<file path="config.mk">
export PLATFORM = sky130hd
export DESIGN_NAME = layered_key_matrix_to_hid_report_core
export DESIGN_NICKNAME = d
export VERILOG_FILES = /design/src/sv/lkm_pkg.sv /design/src/sv/lkm_front.sv /design/src/sv/lkm_back.sv /design/src/sv/layered_key_matrix_to_hid_report_core.sv
export SDC_FILE = /design/constraint.sdc
export NUM_CORES = 1
export LEC_CHECK = 0
export BUFFER_PORTS_ARGS = -buffer_cell sky130_fd_sc_hd__clkbuf_2
export CAP_MARGIN = 10
export CORE_UTILIZATION = 30
export CTS_BUF_LIST = sky130_fd_sc_hd__clkbuf_4
export DETAILED_ROUTE_END_ITERATION = 6
export MAX_ROUTING_LAYER = met4
export PLACE_DENSITY_LB_ADDON = 0.3
export SYNTH_ARGS = -nofsm -noshare
export SYNTH_HDL_FRONTEND = slang
export SYNTH_SLANG_ARGS = --single-unit
</file>
<file path="constraint.sdc">
create_clock -name clock -period 7.1 [get_ports clock]
set_input_delay 1.42 -clock clock [delete_from_list [all_inputs] [get_ports clock]]
set_output_delay 1.42 -clock clock [all_outputs]
set_load 0.03 [all_outputs]
</file>
<file path="src/sv/lkm_pkg.sv">
// ----------------------------------------------------------------------------
// lkm_pkg : shared types and constants for the layered key matrix core
// Payload structs, queue entry, state encodings, usage codes and the keymap.
// ----------------------------------------------------------------------------
package lkm_pkg;

   localparam int COLUMNS             = 5;
   localparam int ROWS                = 7;
   localparam int REPORT_SLOTS        = 6;
   localparam int LAYERS              = 4;
   localparam int PAGE                = 40;
   localparam int QUEUE_DEPTH_DEFAULT = 2;

   localparam int COL_W  = $clog2(COLUMNS);
   localparam int ROW_W  = 3;                       // page stride is 8 rows
   localparam int USED_W = $clog2(REPORT_SLOTS + 1);

   // keymap entry encoding
   localparam int MOD_BIT       = 8;
   localparam int TAG_SHIFT_BIT = 12;
   localparam int TAG_ALT_BIT   = 13;

   localparam logic [15:0] VK_SYM   = 16'h0100;
   localparam logic [15:0] VK_ALT   = 16'h0101;
   localparam logic [15:0] VK_CAPS  = 16'h0102;
   localparam logic [15:0] VK_SHIFT = 16'h0103;
   localparam logic [15:0] VK_CTRL  = 16'h0104;

   // HID usage codes
   localparam logic [7:0] U_CTRL_L  = 8'hE0;
   localparam logic [7:0] U_SHIFT_L = 8'hE1;
   localparam logic [7:0] U_ALT_L   = 8'hE2;
   localparam logic [7:0] U_ESC     = 8'h29;
   localparam logic [7:0] U_TAB     = 8'h2B;
   localparam logic [7:0] U_RIGHT   = 8'h4F;
   localparam logic [7:0] U_LEFT    = 8'h50;
   localparam logic [7:0] U_DOWN    = 8'h51;
   localparam logic [7:0] U_UP      = 8'h52;

   typedef struct packed {
      logic [6:0] col_one_rows;
      logic [6:0] col_two_rows;
      logic [6:0] col_three_rows;
      logic [6:0] col_four_rows;
      logic [6:0] col_five_rows;
      logic       jog_back;
      logic       jog_enter;
      logic       jog_up;
      logic       jog_down;
   } req_payload_type;

   typedef struct packed {
      logic [7:0] slot_zero;
      logic [7:0] slot_one;
      logic [7:0] slot_two;
      logic [7:0] slot_three;
      logic [7:0] slot_four;
      logic [7:0] slot_five;
      logic [2:0] used_slots;
   } rsp_payload_type;

   typedef logic [COLUMNS-1:0][ROWS-1:0] scan_type;

   typedef enum logic [2:0] {
      JOG_NONE,
      JOG_BACK,
      JOG_ENTER,
      JOG_UP,
      JOG_DOWN
   } jog_kind_type;

   typedef struct packed {
      scan_type     scan;
      jog_kind_type jog;
      logic         menu_combo;
   } queue_entry_type;

   typedef struct packed {
      logic            valid;
      queue_entry_type entry;
   } queue_out_type;

   typedef enum logic [1:0] {
      BK_IDLE,
      BK_SCAN,
      BK_FINISH
   } back_state_type;

   // four layers of 5 columns x 8 rows; row 8 of each column is unused
   localparam logic [15:0] KEYMAP_ROM [LAYERS][PAGE] = '{
      '{16'h0014, 16'h001A, 16'h0100, 16'h0004, 16'h0101, 16'h002C, 16'h002B, 16'h0000,
        16'h0008, 16'h0016, 16'h0007, 16'h0013, 16'h001B, 16'h001D, 16'h0103, 16'h0000,
        16'h0015, 16'h000A, 16'h0017, 16'h0104, 16'h0019, 16'h0006, 16'h0009, 16'h0000,
        16'h0018, 16'h000B, 16'h001C, 16'h0028, 16'h0005, 16'h0011, 16'h000D, 16'h0000,
        16'h0012, 16'h000F, 16'h000C, 16'h002A, 16'h1021, 16'h0010, 16'h000E, 16'h0000},
      '{16'h2014, 16'h201A, 16'h0100, 16'h2004, 16'h0101, 16'h002C, 16'h0031, 16'h0000,
        16'h2008, 16'h2016, 16'h2007, 16'h2013, 16'h201B, 16'h201D, 16'h0103, 16'h0000,
        16'h2015, 16'h200A, 16'h2017, 16'h0104, 16'h2019, 16'h2006, 16'h2009, 16'h0000,
        16'h2018, 16'h200B, 16'h201C, 16'h0030, 16'h2005, 16'h2011, 16'h200D, 16'h0000,
        16'h2012, 16'h200F, 16'h200C, 16'h002F, 16'h0035, 16'h2010, 16'h200E, 16'h0000},
      '{16'h1020, 16'h001E, 16'h0100, 16'h1025, 16'h0101, 16'h002C, 16'h0027, 16'h0000,
        16'h001F, 16'h0021, 16'h0022, 16'h101F, 16'h0025, 16'h0024, 16'h0103, 16'h0000,
        16'h0020, 16'h0038, 16'h1026, 16'h0104, 16'h1038, 16'h0026, 16'h0023, 16'h0000,
        16'h002E, 16'h1033, 16'h1027, 16'h0028, 16'h101E, 16'h0036, 16'h0033, 16'h0000,
        16'h102E, 16'h1034, 16'h002D, 16'h002A, 16'h002E, 16'h0037, 16'h0034, 16'h0000},
      '{16'h1020, 16'h003A, 16'h0100, 16'h1025, 16'h0101, 16'h002C, 16'h0043, 16'h0000,
        16'h003B, 16'h003D, 16'h003E, 16'h101F, 16'h0041, 16'h0040, 16'h0103, 16'h0000,
        16'h003C, 16'h0038, 16'h1026, 16'h0104, 16'h1038, 16'h0042, 16'h003F, 16'h0000,
        16'h0035, 16'h1033, 16'h1027, 16'h1030, 16'h101E, 16'h1036, 16'h0033, 16'h0000,
        16'h1031, 16'h1034, 16'h1024, 16'h102F, 16'h002E, 16'h1037, 16'h0034, 16'h0000}
   };

   function automatic logic [15:0] keymap_code(input logic [1:0] layer,
                                               input logic [5:0] pos);
      return KEYMAP_ROM[layer][pos];
   endfunction

endpackage

</file>
<file path="src/sv/lkm_front.sv">
// ----------------------------------------------------------------------------
// lkm_front : scan intake and classification
// Accepts scans, resolves jog priority and the menu chord, and queues them.
// ----------------------------------------------------------------------------
module lkm_front
   import lkm_pkg::*;
#(
   parameter int QUEUE_DEPTH = QUEUE_DEPTH_DEFAULT
) (
   input  logic            clock,
   input  logic            reset,
   input  logic            req_valid,
   output logic            req_stall,
   input  req_payload_type req_data,
   input  logic            pop,
   output queue_out_type   q_out
);

   localparam int PTR_W = $clog2(QUEUE_DEPTH);
   localparam int CNT_W = $clog2(QUEUE_DEPTH + 1);

   queue_entry_type entries_ff [QUEUE_DEPTH];
   logic [PTR_W-1:0] wr_ptr_ff, wr_ptr_in;
   logic [PTR_W-1:0] rd_ptr_ff, rd_ptr_in;
   logic [CNT_W-1:0] count_ff, count_in;
   queue_entry_type  classified;
   logic             push;
   logic             do_pop;

   always_comb begin
      classified.scan[0] = req_data.col_one_rows;
      classified.scan[1] = req_data.col_two_rows;
      classified.scan[2] = req_data.col_three_rows;
      classified.scan[3] = req_data.col_four_rows;
      classified.scan[4] = req_data.col_five_rows;
      priority if (req_data.jog_back) begin
         classified.jog = JOG_BACK;
      end else if (req_data.jog_enter) begin
         classified.jog = JOG_ENTER;
      end else if (req_data.jog_up) begin
         classified.jog = JOG_UP;
      end else if (req_data.jog_down) begin
         classified.jog = JOG_DOWN;
      end else begin
         classified.jog = JOG_NONE;
      end
      // menu chord: column two row seven and column three row four held
      classified.menu_combo = !req_data.col_two_rows[6] && !req_data.col_three_rows[3];
   end

   assign req_stall = (count_ff == CNT_W'(QUEUE_DEPTH));
   assign push      = req_valid && !req_stall;
   assign do_pop    = pop && (count_ff != '0);

   always_comb begin
      wr_ptr_in = wr_ptr_ff;
      rd_ptr_in = rd_ptr_ff;
      count_in  = count_ff;
      if (push) begin
         wr_ptr_in = (wr_ptr_ff == PTR_W'(QUEUE_DEPTH - 1)) ? '0 : wr_ptr_ff + 1'b1;
      end
      if (do_pop) begin
         rd_ptr_in = (rd_ptr_ff == PTR_W'(QUEUE_DEPTH - 1)) ? '0 : rd_ptr_ff + 1'b1;
      end
      if (push && !do_pop) begin
         count_in = count_ff + 1'b1;
      end else if (do_pop && !push) begin
         count_in = count_ff - 1'b1;
      end
   end

   always_ff @(posedge clock) begin
      if (reset) begin
         wr_ptr_ff <= '0;
         rd_ptr_ff <= '0;
         count_ff  <= '0;
      end else begin
         wr_ptr_ff <= wr_ptr_in;
         rd_ptr_ff <= rd_ptr_in;
         count_ff  <= count_in;
      end
   end

   always_ff @(posedge clock) begin
      if (push) begin
         entries_ff[wr_ptr_ff] <= classified;
      end
   end

   assign q_out.valid = (count_ff != '0);
   assign q_out.entry = entries_ff[rd_ptr_ff];

endmodule

</file>
<file path="src/sv/lkm_back.sv">
// ----------------------------------------------------------------------------
// lkm_back : key sequencer and report builder
// Walks one key per cycle through the keymap, tracks the modifier latches,
// applies the jog and menu rules, and holds the finished report.
// ----------------------------------------------------------------------------
module lkm_back
   import lkm_pkg::*;
(
   input  logic            clock,
   input  logic            reset,
   input  queue_out_type   q_out,
   output logic            pop,
   input  logic            csr_wr_en,
   input  logic            csr_wr_data,
   output logic            rsp_valid,
   input  logic            rsp_stall,
   output rsp_payload_type rsp_data
);

   back_state_type   state_ff, state_in;
   queue_entry_type  work_ff, work_in;
   scan_type         prev_scan_ff, prev_scan_in;
   logic [COL_W-1:0] col_ff, col_in;
   logic [ROW_W-1:0] row_ff, row_in;
   logic [1:0]       layer_ff, layer_in;
   logic [7:0]       slots_ff [REPORT_SLOTS];
   logic [7:0]       slots_in [REPORT_SLOTS];
   logic [USED_W-1:0] used_ff, used_in;
   logic             have_first_ff, have_first_in;
   logic [1:0]       first_tags_ff, first_tags_in;
   logic             alt_ff, alt_in;
   logic             sym_ff, sym_in;
   logic             shift_ff, shift_in;
   logic             menu_ff, menu_in;
   logic             jog_present_ff;
   logic             rsp_valid_ff, rsp_valid_in;
   rsp_payload_type  rsp_data_ff, rsp_data_in;

   logic [15:0]      code;
   logic             now_pressed;
   logic             was_pressed;
   logic [7:0]       emit_code [3];
   logic [1:0]       emit_count;
   logic [USED_W:0]  used_sum;
   logic [USED_W-1:0] used_scan;
   logic [USED_W-1:0] offset;
   logic             last_key;
   logic             out_free;
   logic [7:0]       fin_slots [REPORT_SLOTS];
   logic [USED_W-1:0] fin_used;
   logic             jog_hit;
   logic [7:0]       jog_code;

   assign code        = keymap_code(layer_ff, {col_ff, row_ff});
   assign now_pressed = !work_ff.scan[col_ff][row_ff];
   assign was_pressed = !prev_scan_ff[col_ff][row_ff];
   assign last_key    = (col_ff == COL_W'(COLUMNS - 1)) && (row_ff == ROW_W'(ROWS - 1));
   assign out_free    = !rsp_valid_ff || !rsp_stall;

   always_comb begin
      state_in      = state_ff;
      work_in       = work_ff;
      prev_scan_in  = prev_scan_ff;
      col_in        = col_ff;
      row_in        = row_ff;
      layer_in      = layer_ff;
      slots_in      = slots_ff;
      used_in       = used_ff;
      have_first_in = have_first_ff;
      first_tags_in = first_tags_ff;
      alt_in        = alt_ff;
      sym_in        = sym_ff;
      shift_in      = shift_ff;
      menu_in       = menu_ff;
      rsp_valid_in  = rsp_valid_ff && rsp_stall;
      rsp_data_in   = rsp_data_ff;
      pop           = 1'b0;
      emit_code[0]  = '0;
      emit_code[1]  = '0;
      emit_code[2]  = '0;
      emit_count    = '0;
      used_sum      = '0;
      used_scan     = used_ff;
      offset        = '0;
      fin_slots     = slots_ff;
      fin_used      = used_ff;
      jog_hit       = 1'b0;
      jog_code      = '0;

      unique case (state_ff)
         BK_IDLE: begin
            if (q_out.valid) begin
               pop           = 1'b1;
               work_in       = q_out.entry;
               layer_in      = {sym_ff, alt_ff};
               col_in        = '0;
               row_in        = '0;
               used_in       = '0;
               have_first_in = 1'b0;
               first_tags_in = '0;
               for (int i = 0; i < REPORT_SLOTS; i++) begin
                  slots_in[i] = '0;
               end
               state_in = BK_SCAN;
            end
         end

         BK_SCAN: begin
            if (code[MOD_BIT]) begin
               priority if (code == VK_ALT) begin
                  alt_in = now_pressed;
               end else if (code == VK_CAPS) begin
                  alt_in = alt_ff;
               end else if (code == VK_SHIFT) begin
                  if (!was_pressed && now_pressed) begin
                     shift_in = !shift_ff;
                  end
               end else if (code == VK_CTRL) begin
                  if (now_pressed) begin
                     emit_code[0] = U_CTRL_L;
                     emit_count   = 2'd1;
                  end
               end else begin
                  sym_in = now_pressed;
               end
            end else if (now_pressed) begin
               if (!have_first_ff) begin
                  have_first_in = 1'b1;
                  first_tags_in = {code[TAG_ALT_BIT], code[TAG_SHIFT_BIT]};
                  unique case ({code[TAG_SHIFT_BIT] != shift_ff, code[TAG_ALT_BIT]})
                     2'b11: begin
                        emit_code[0] = U_SHIFT_L;
                        emit_code[1] = U_ALT_L;
                        emit_code[2] = code[7:0];
                        emit_count   = 2'd3;
                     end
                     2'b10: begin
                        emit_code[0] = U_SHIFT_L;
                        emit_code[1] = code[7:0];
                        emit_count   = 2'd2;
                     end
                     2'b01: begin
                        emit_code[0] = U_ALT_L;
                        emit_code[1] = code[7:0];
                        emit_count   = 2'd2;
                     end
                     default: begin
                        emit_code[0] = code[7:0];
                        emit_count   = 2'd1;
                     end
                  endcase
               end else if (code[15:12] == {2'b00, first_tags_ff}) begin
                  emit_code[0] = code[7:0];
                  emit_count   = 2'd1;
               end
            end

            // drop whatever does not fit in the report
            for (int i = 0; i < REPORT_SLOTS; i++) begin
               offset = USED_W'(i) - used_ff;
               if ((USED_W'(i) >= used_ff) && (offset < USED_W'(emit_count))) begin
                  slots_in[i] = emit_code[offset[1:0]];
               end
            end
            used_sum  = {1'b0, used_ff} + (USED_W + 1)'(emit_count);
            used_scan = (used_sum > (USED_W + 1)'(REPORT_SLOTS)) ?
                        USED_W'(REPORT_SLOTS) : used_sum[USED_W-1:0];
            used_in   = used_scan;

            if (last_key || (used_scan >= USED_W'(REPORT_SLOTS))) begin
               state_in = BK_FINISH;
            end else if (row_ff == ROW_W'(ROWS - 1)) begin
               row_in = '0;
               col_in = col_ff + 1'b1;
            end else begin
               row_in = row_ff + 1'b1;
            end
         end

         BK_FINISH: begin
            if (menu_ff) begin
               for (int i = 0; i < REPORT_SLOTS; i++) begin
                  fin_slots[i] = '0;
               end
               fin_used = '0;
            end else if (jog_present_ff) begin
               unique case (work_ff.jog)
                  JOG_BACK: begin
                     if (work_ff.menu_combo) begin
                        menu_in = 1'b1;
                        for (int i = 0; i < REPORT_SLOTS; i++) begin
                           fin_slots[i] = '0;
                        end
                        fin_used = '0;
                     end else begin
                        jog_hit  = 1'b1;
                        jog_code = U_ESC;
                     end
                  end
                  JOG_ENTER: begin
                     jog_hit  = 1'b1;
                     jog_code = U_TAB;
                  end
                  JOG_UP: begin
                     jog_hit  = 1'b1;
                     jog_code = sym_ff ? U_RIGHT : U_UP;
                  end
                  JOG_DOWN: begin
                     jog_hit  = 1'b1;
                     jog_code = sym_ff ? U_LEFT : U_DOWN;
                  end
                  default: begin
                     jog_hit = 1'b0;
                  end
               endcase
               if (jog_hit && (used_ff < USED_W'(REPORT_SLOTS))) begin
                  fin_slots[used_ff] = jog_code;
                  fin_used           = used_ff + 1'b1;
               end
            end

            if (out_free) begin
               rsp_valid_in           = 1'b1;
               rsp_data_in.slot_zero  = fin_slots[0];
               rsp_data_in.slot_one   = fin_slots[1];
               rsp_data_in.slot_two   = fin_slots[2];
               rsp_data_in.slot_three = fin_slots[3];
               rsp_data_in.slot_four  = fin_slots[4];
               rsp_data_in.slot_five  = fin_slots[5];
               rsp_data_in.used_slots = fin_used;
               prev_scan_in           = work_ff.scan;
               state_in               = BK_IDLE;
            end else begin
               menu_in = menu_ff;
            end
         end

         default: begin
            state_in = BK_IDLE;
         end
      endcase
   end

   always_ff @(posedge clock) begin
      if (reset) begin
         state_ff       <= BK_IDLE;
         prev_scan_ff   <= '1;
         alt_ff         <= 1'b0;
         sym_ff         <= 1'b0;
         shift_ff       <= 1'b0;
         menu_ff        <= 1'b0;
         jog_present_ff <= 1'b0;
         rsp_valid_ff   <= 1'b0;
         col_ff         <= '0;
         row_ff         <= '0;
         used_ff        <= '0;
         have_first_ff  <= 1'b0;
      end else begin
         state_ff      <= state_in;
         prev_scan_ff  <= prev_scan_in;
         alt_ff        <= alt_in;
         sym_ff        <= sym_in;
         shift_ff      <= shift_in;
         menu_ff       <= menu_in;
         rsp_valid_ff  <= rsp_valid_in;
         col_ff        <= col_in;
         row_ff        <= row_in;
         used_ff       <= used_in;
         have_first_ff <= have_first_in;
         if (csr_wr_en) begin
            jog_present_ff <= csr_wr_data;
         end
      end
   end

   always_ff @(posedge clock) begin
      work_ff       <= work_in;
      layer_ff      <= layer_in;
      slots_ff      <= slots_in;
      first_tags_ff <= first_tags_in;
      rsp_data_ff   <= rsp_data_in;
   end

   assign rsp_valid = rsp_valid_ff;
   assign rsp_data  = rsp_data_ff;

endmodule

</file>
<file path="src/sv/layered_key_matrix_to_hid_report_core.sv">
// ----------------------------------------------------------------------------
// layered_key_matrix_to_hid_report_core : key matrix scan to HID report
// Turns each scan of a 5x7 active-low matrix plus jog buttons into one
// six-slot HID usage report with a slot count.
// ----------------------------------------------------------------------------
// Each accepted scan gives exactly one report. The back end loads a scan,
// reads one keymap entry per cycle for each key visited (fewer keys when
// the report fills up early), then applies the jog buttons and hands the
// report to the output register once it is free. Scans queue ahead of the
// sequencer (QUEUE_DEPTH entries) and a finished report waits in its own
// register, so intake and delivery stall independently. The jog_present
// bit is written through csr_wr_en/csr_wr_data; the user must write it
// only while the core is idle, since the core does not enforce this.
module layered_key_matrix_to_hid_report_core
   import lkm_pkg::*;
#(
   parameter int QUEUE_DEPTH = QUEUE_DEPTH_DEFAULT
) (
   input  logic            clock,
   input  logic            reset,
   input  logic            req_valid,
   output logic            req_stall,
   input  req_payload_type req_data,
   output logic            rsp_valid,
   input  logic            rsp_stall,
   output rsp_payload_type rsp_data,
   input  logic            csr_wr_en,
   input  logic            csr_wr_data
);

   queue_out_type q_out;
   logic          pop;

   lkm_front #(
      .QUEUE_DEPTH(QUEUE_DEPTH)
   ) u_front (
      .clock    (clock),
      .reset    (reset),
      .req_valid(req_valid),
      .req_stall(req_stall),
      .req_data (req_data),
      .pop      (pop),
      .q_out    (q_out)
   );

   lkm_back u_back (
      .clock      (clock),
      .reset      (reset),
      .q_out      (q_out),
      .pop        (pop),
      .csr_wr_en  (csr_wr_en),
      .csr_wr_data(csr_wr_data),
      .rsp_valid  (rsp_valid),
      .rsp_stall  (rsp_stall),
      .rsp_data   (rsp_data)
   );

endmodule

</file>
==> impl_metrics.yaml <==
routing:
  wl_um: 36090
  vias_per_cell: 5.081
  final_antenna_net_count: 0
  drt_iter0_markers: 735
  drc_errors: 0
  drt_first_pass_iters: 5
  vias: 10270
  post_drt_wl_per_cell_um: 17.86
clock_tree:
  cts.htree.levels: 3
  cts.sink_count: 277
  insertion_delay_ps: 780
  cts_buffer_depth: 3
  cts_tree: "done"
  hold_buffers: 0
  cts_buffers: 75
  ctsRootBufferMaster: "clkbuf_4"
  cts_setup_buffers: 0
  clk_pin_slew_ps: 60
  cts_resized: 0
timing:
  setup_tns_ps: 0
  skew_ps: 70.61
  fmax_mhz: 174.9
  period_minus_slack_ps: 5716
  rsz0062_at_grt: "false"
  drv_slew: 0
  hold_violations: 0
  slew_headroom_pct: 30.76
  tightestPinTransition_ps: 1039
  fin_crit_sh_pct: 80.51
  setup_viol: 0
worst_setup_path:
  worst-path-max-fanout: 15
  worstSetupEndpointType: "register"
  critPathKind: "reg2reg"
  cpPeakStageDelay_ps: 830
  path_cells: "ha_1 -> or3b_1 -> a221o_1 -> a22o_1 -> nor2_1 -> xnor2_1 -> ha_1 -> or2_2 -> or4_1 -> fa_1 -> xor2_1 -> o21ai_0 -> a31o_2 -> a21o_1 -> nor3_1 -> a21oi_1 -> nor2_1"
  slowest_stage: "or4_1"
  crit_required_ps: 7730
  arrival_ps: 6340
  start_kind: "register"
power_and_ir_drop:
  swShare_pct: 34.80
  power_frac_seq_pct: 43.8
  p_int_mw: 3.685
  power_frac_comb_pct: 30.1
  net-switching-power_mw: 1.967
  ir_drop_uv: 154.1
  powerDensity_nw_per_um2: 353.4
  power_leakage_nw: 5.916
  clock_power_share_pct: 26.1
die:
  die_h_um: 218.1
  initial_core_util_pct: 30.67
  rows: 78
  core_um2: 45670
  ios: 98
  die_w_um: 218.1
  dieArea_um2: 47560
finish:
  fill_cells: 4601
  layout_common_cells: "220 x edfxtp_1, 168 x nand2_1, 117 x clkbuf_4"
  fin_cells: 2021
  syn_to_final_growth_pct: 14.17
  layout_commonest_cell: "edfxtp_1"
  num-nets-final: 1441
  final_cell_area_um2: 15990
  drive_above_1_share_pct: 23.80
global_route:
  grt_pass1_wl_um: 57020
  antenna_found_initial: 1
  track_usage_pct: 15.86
  grt_max_degree: 60
  grt_overflow: 0
  grt_pass1_vias: 10090
placement:
  dp_hpwl_um: 25120
  portBuffers: 97
  place_area_um2: 14980
  dp.cells: 1884
  place.gp.congestion: 0.8842
job:
  max-cap-violations: 0
logic_synthesis:
  yosysSeqAreaShare_pct: 55.31
  ys_types: 92
  synth_seq_cells: 277
  async_flop_share_pct: 0
  ys_warn_count: 0
  netlist_area_um2: 14010
  synth_edf_count: 220
  avgSynthCellArea_um2: 11.21
  postSynthNetCount: 1330
  synthCells: 1250
  ys.flop_type: "edfxtp_1"
worst_hold_path:
  hp-class: "reg2reg"
status:
  status: "completed"
## worst max-delay path: cells and delay by family, from the launching register on
| kind | cells | cell delay, ps |
|---|---|---|
| flops | 1 | 660 |
| fa+ha+maj | 3 | 1270 |
| compound gates | 6 | 1570 |
| xor+xnor | 2 | 290 |
| simple gates | 6 | 1790 |
## per-stage QoR
| step | hold WS [ps] | setup WS, ps | power [mW] | util (%) |
|---|---|---|---|---|
| 2_1_floorplan | 408.0 | 1676 | 3.630 | - |
| 3_3_place_gp | 423.1 | 1429 | 4.200 | 32.79 |
| 3_5_place_dp | 443.4 | 1345 | 4.208 | 32.79 |
| 4_1_cts | 457.2 | 1359 | 5.715 | 35.01 |
| 5_1_grt | 480.4 | 1026 | 6.013 | 35.01 |
| 6_report | 451.3 | 1384 | 5.652 | 35.01 |
## power by group through the flow
stage | registers [mW] | logic [mW] | clock network, mW
5_1_grt | 2.52 | 1.88 | 1.62
6_report | 2.47 | 1.70 | 1.47
3_3_place_gp | 2.50 | 1.70 | 0
4_1_cts | 2.48 | 1.71 | 1.53
2_1_floorplan | 2.38 | 1.25 | 0
3_5_place_dp | 2.51 | 1.70 | 0
## routing by layer
layer  GRT usage (%)  routed length (µm)  share of wire (%)
met1           20.59               16540                 46
met2           24.43               16780                 47
met3           3.375                2184                6.1
met4           5.431                 576                1.6
met5               -                   0                  0
## state kept, by name (all words and copies together) (netlist names), 2 cells and up
register and flops:
u_back.state_ff 2, u_back.rsp_data 51, u_front.entries_ff 78, u_back.row_ff 3, u_back.used_ff 3, u_back.col_ff 3, u_front.count_ff 2, u_back.first_tags_ff 2
u_back.slots_ff 48, u_back.work_ff 39, u_back.prev_scan_ff 35, u_back.layer_ff 2
## path summary, 6_finish.rpt
path	start	end	slack [ps]	cells after the start
worst max-delay path	u_back.layer_ff[1]$_DFFE_PP_	u_back.col_ff[0]$_SDFFE_PP0P_	1380	17
worst min-delay path	u_back.alt_ff$_SDFFE_PP0P_	u_back.layer_ff[0]$_DFFE_PP_	450	0
worst max register to register	u_back.layer_ff[1]$_DFFE_PP_	u_back.col_ff[0]$_SDFFE_PP0P_	1380	17
worst min register to register	u_back.alt_ff$_SDFFE_PP0P_	u_back.layer_ff[0]$_DFFE_PP_	450	0
## final cells by class
type                            instances  area [µm²]  area share, %
Sequential cell                       277        7750          48.46
Multi-Input combinational cell        853        5667          35.44
Clock buffer                          117       878.3          5.493
Tap cell                              600       750.7          4.694
Timing Repair Buffer                  126       703.2          4.397
Clock inverter                         19       135.1         0.8450
Inverter                               28       105.1         0.6572
Antenna cell                            1       2.502        0.01565
## kinds of logic after synthesis
family,synth area share (%)
muxes,6.217
AOI/OAI and AO/OA,12.77
xor gates and xnor gates,0.7414
DFF,55.31
buffers and inverters,4.297
and+or+nand+nor,17.48
adders and majority gates,3.180
## cells in the mapped netlist (all sizes together), types with 6 or more instances
cell type  instances  area, µm²
a21oi             73      365.4
o221ai            10      93.84
a311oi             6      52.55
mux4               9      202.7
nand3             46      230.2
a221o              7      70.07
nand2b            23      143.9
dfxtp             57       1141
buf               48      331.6
nor3              28      145.1
and3b              6      56.30
or2                7      43.79
a221oi            10      87.58
xor2               6      52.55
nand3b            42      315.3
nor2b             25      156.4
mux2              46      518.0
o31ai              6      50.05
clkbuf            44      165.2
and3              12      75.07
a32oi              6      52.55
inv               25      93.84
o21ai             31      155.1
edfxtp           220       6606
nor2              85      329.1
and2              12      75.07
a31oi             14      87.58
nand4              6      37.54
nand2            169      636.9
a211oi             9      80.08
a22oi             12      95.09
o211ai             9      67.56
mux2i             15      150.1
ha                34      425.4
Note: power is estimated with default switching activity, not from simulation.
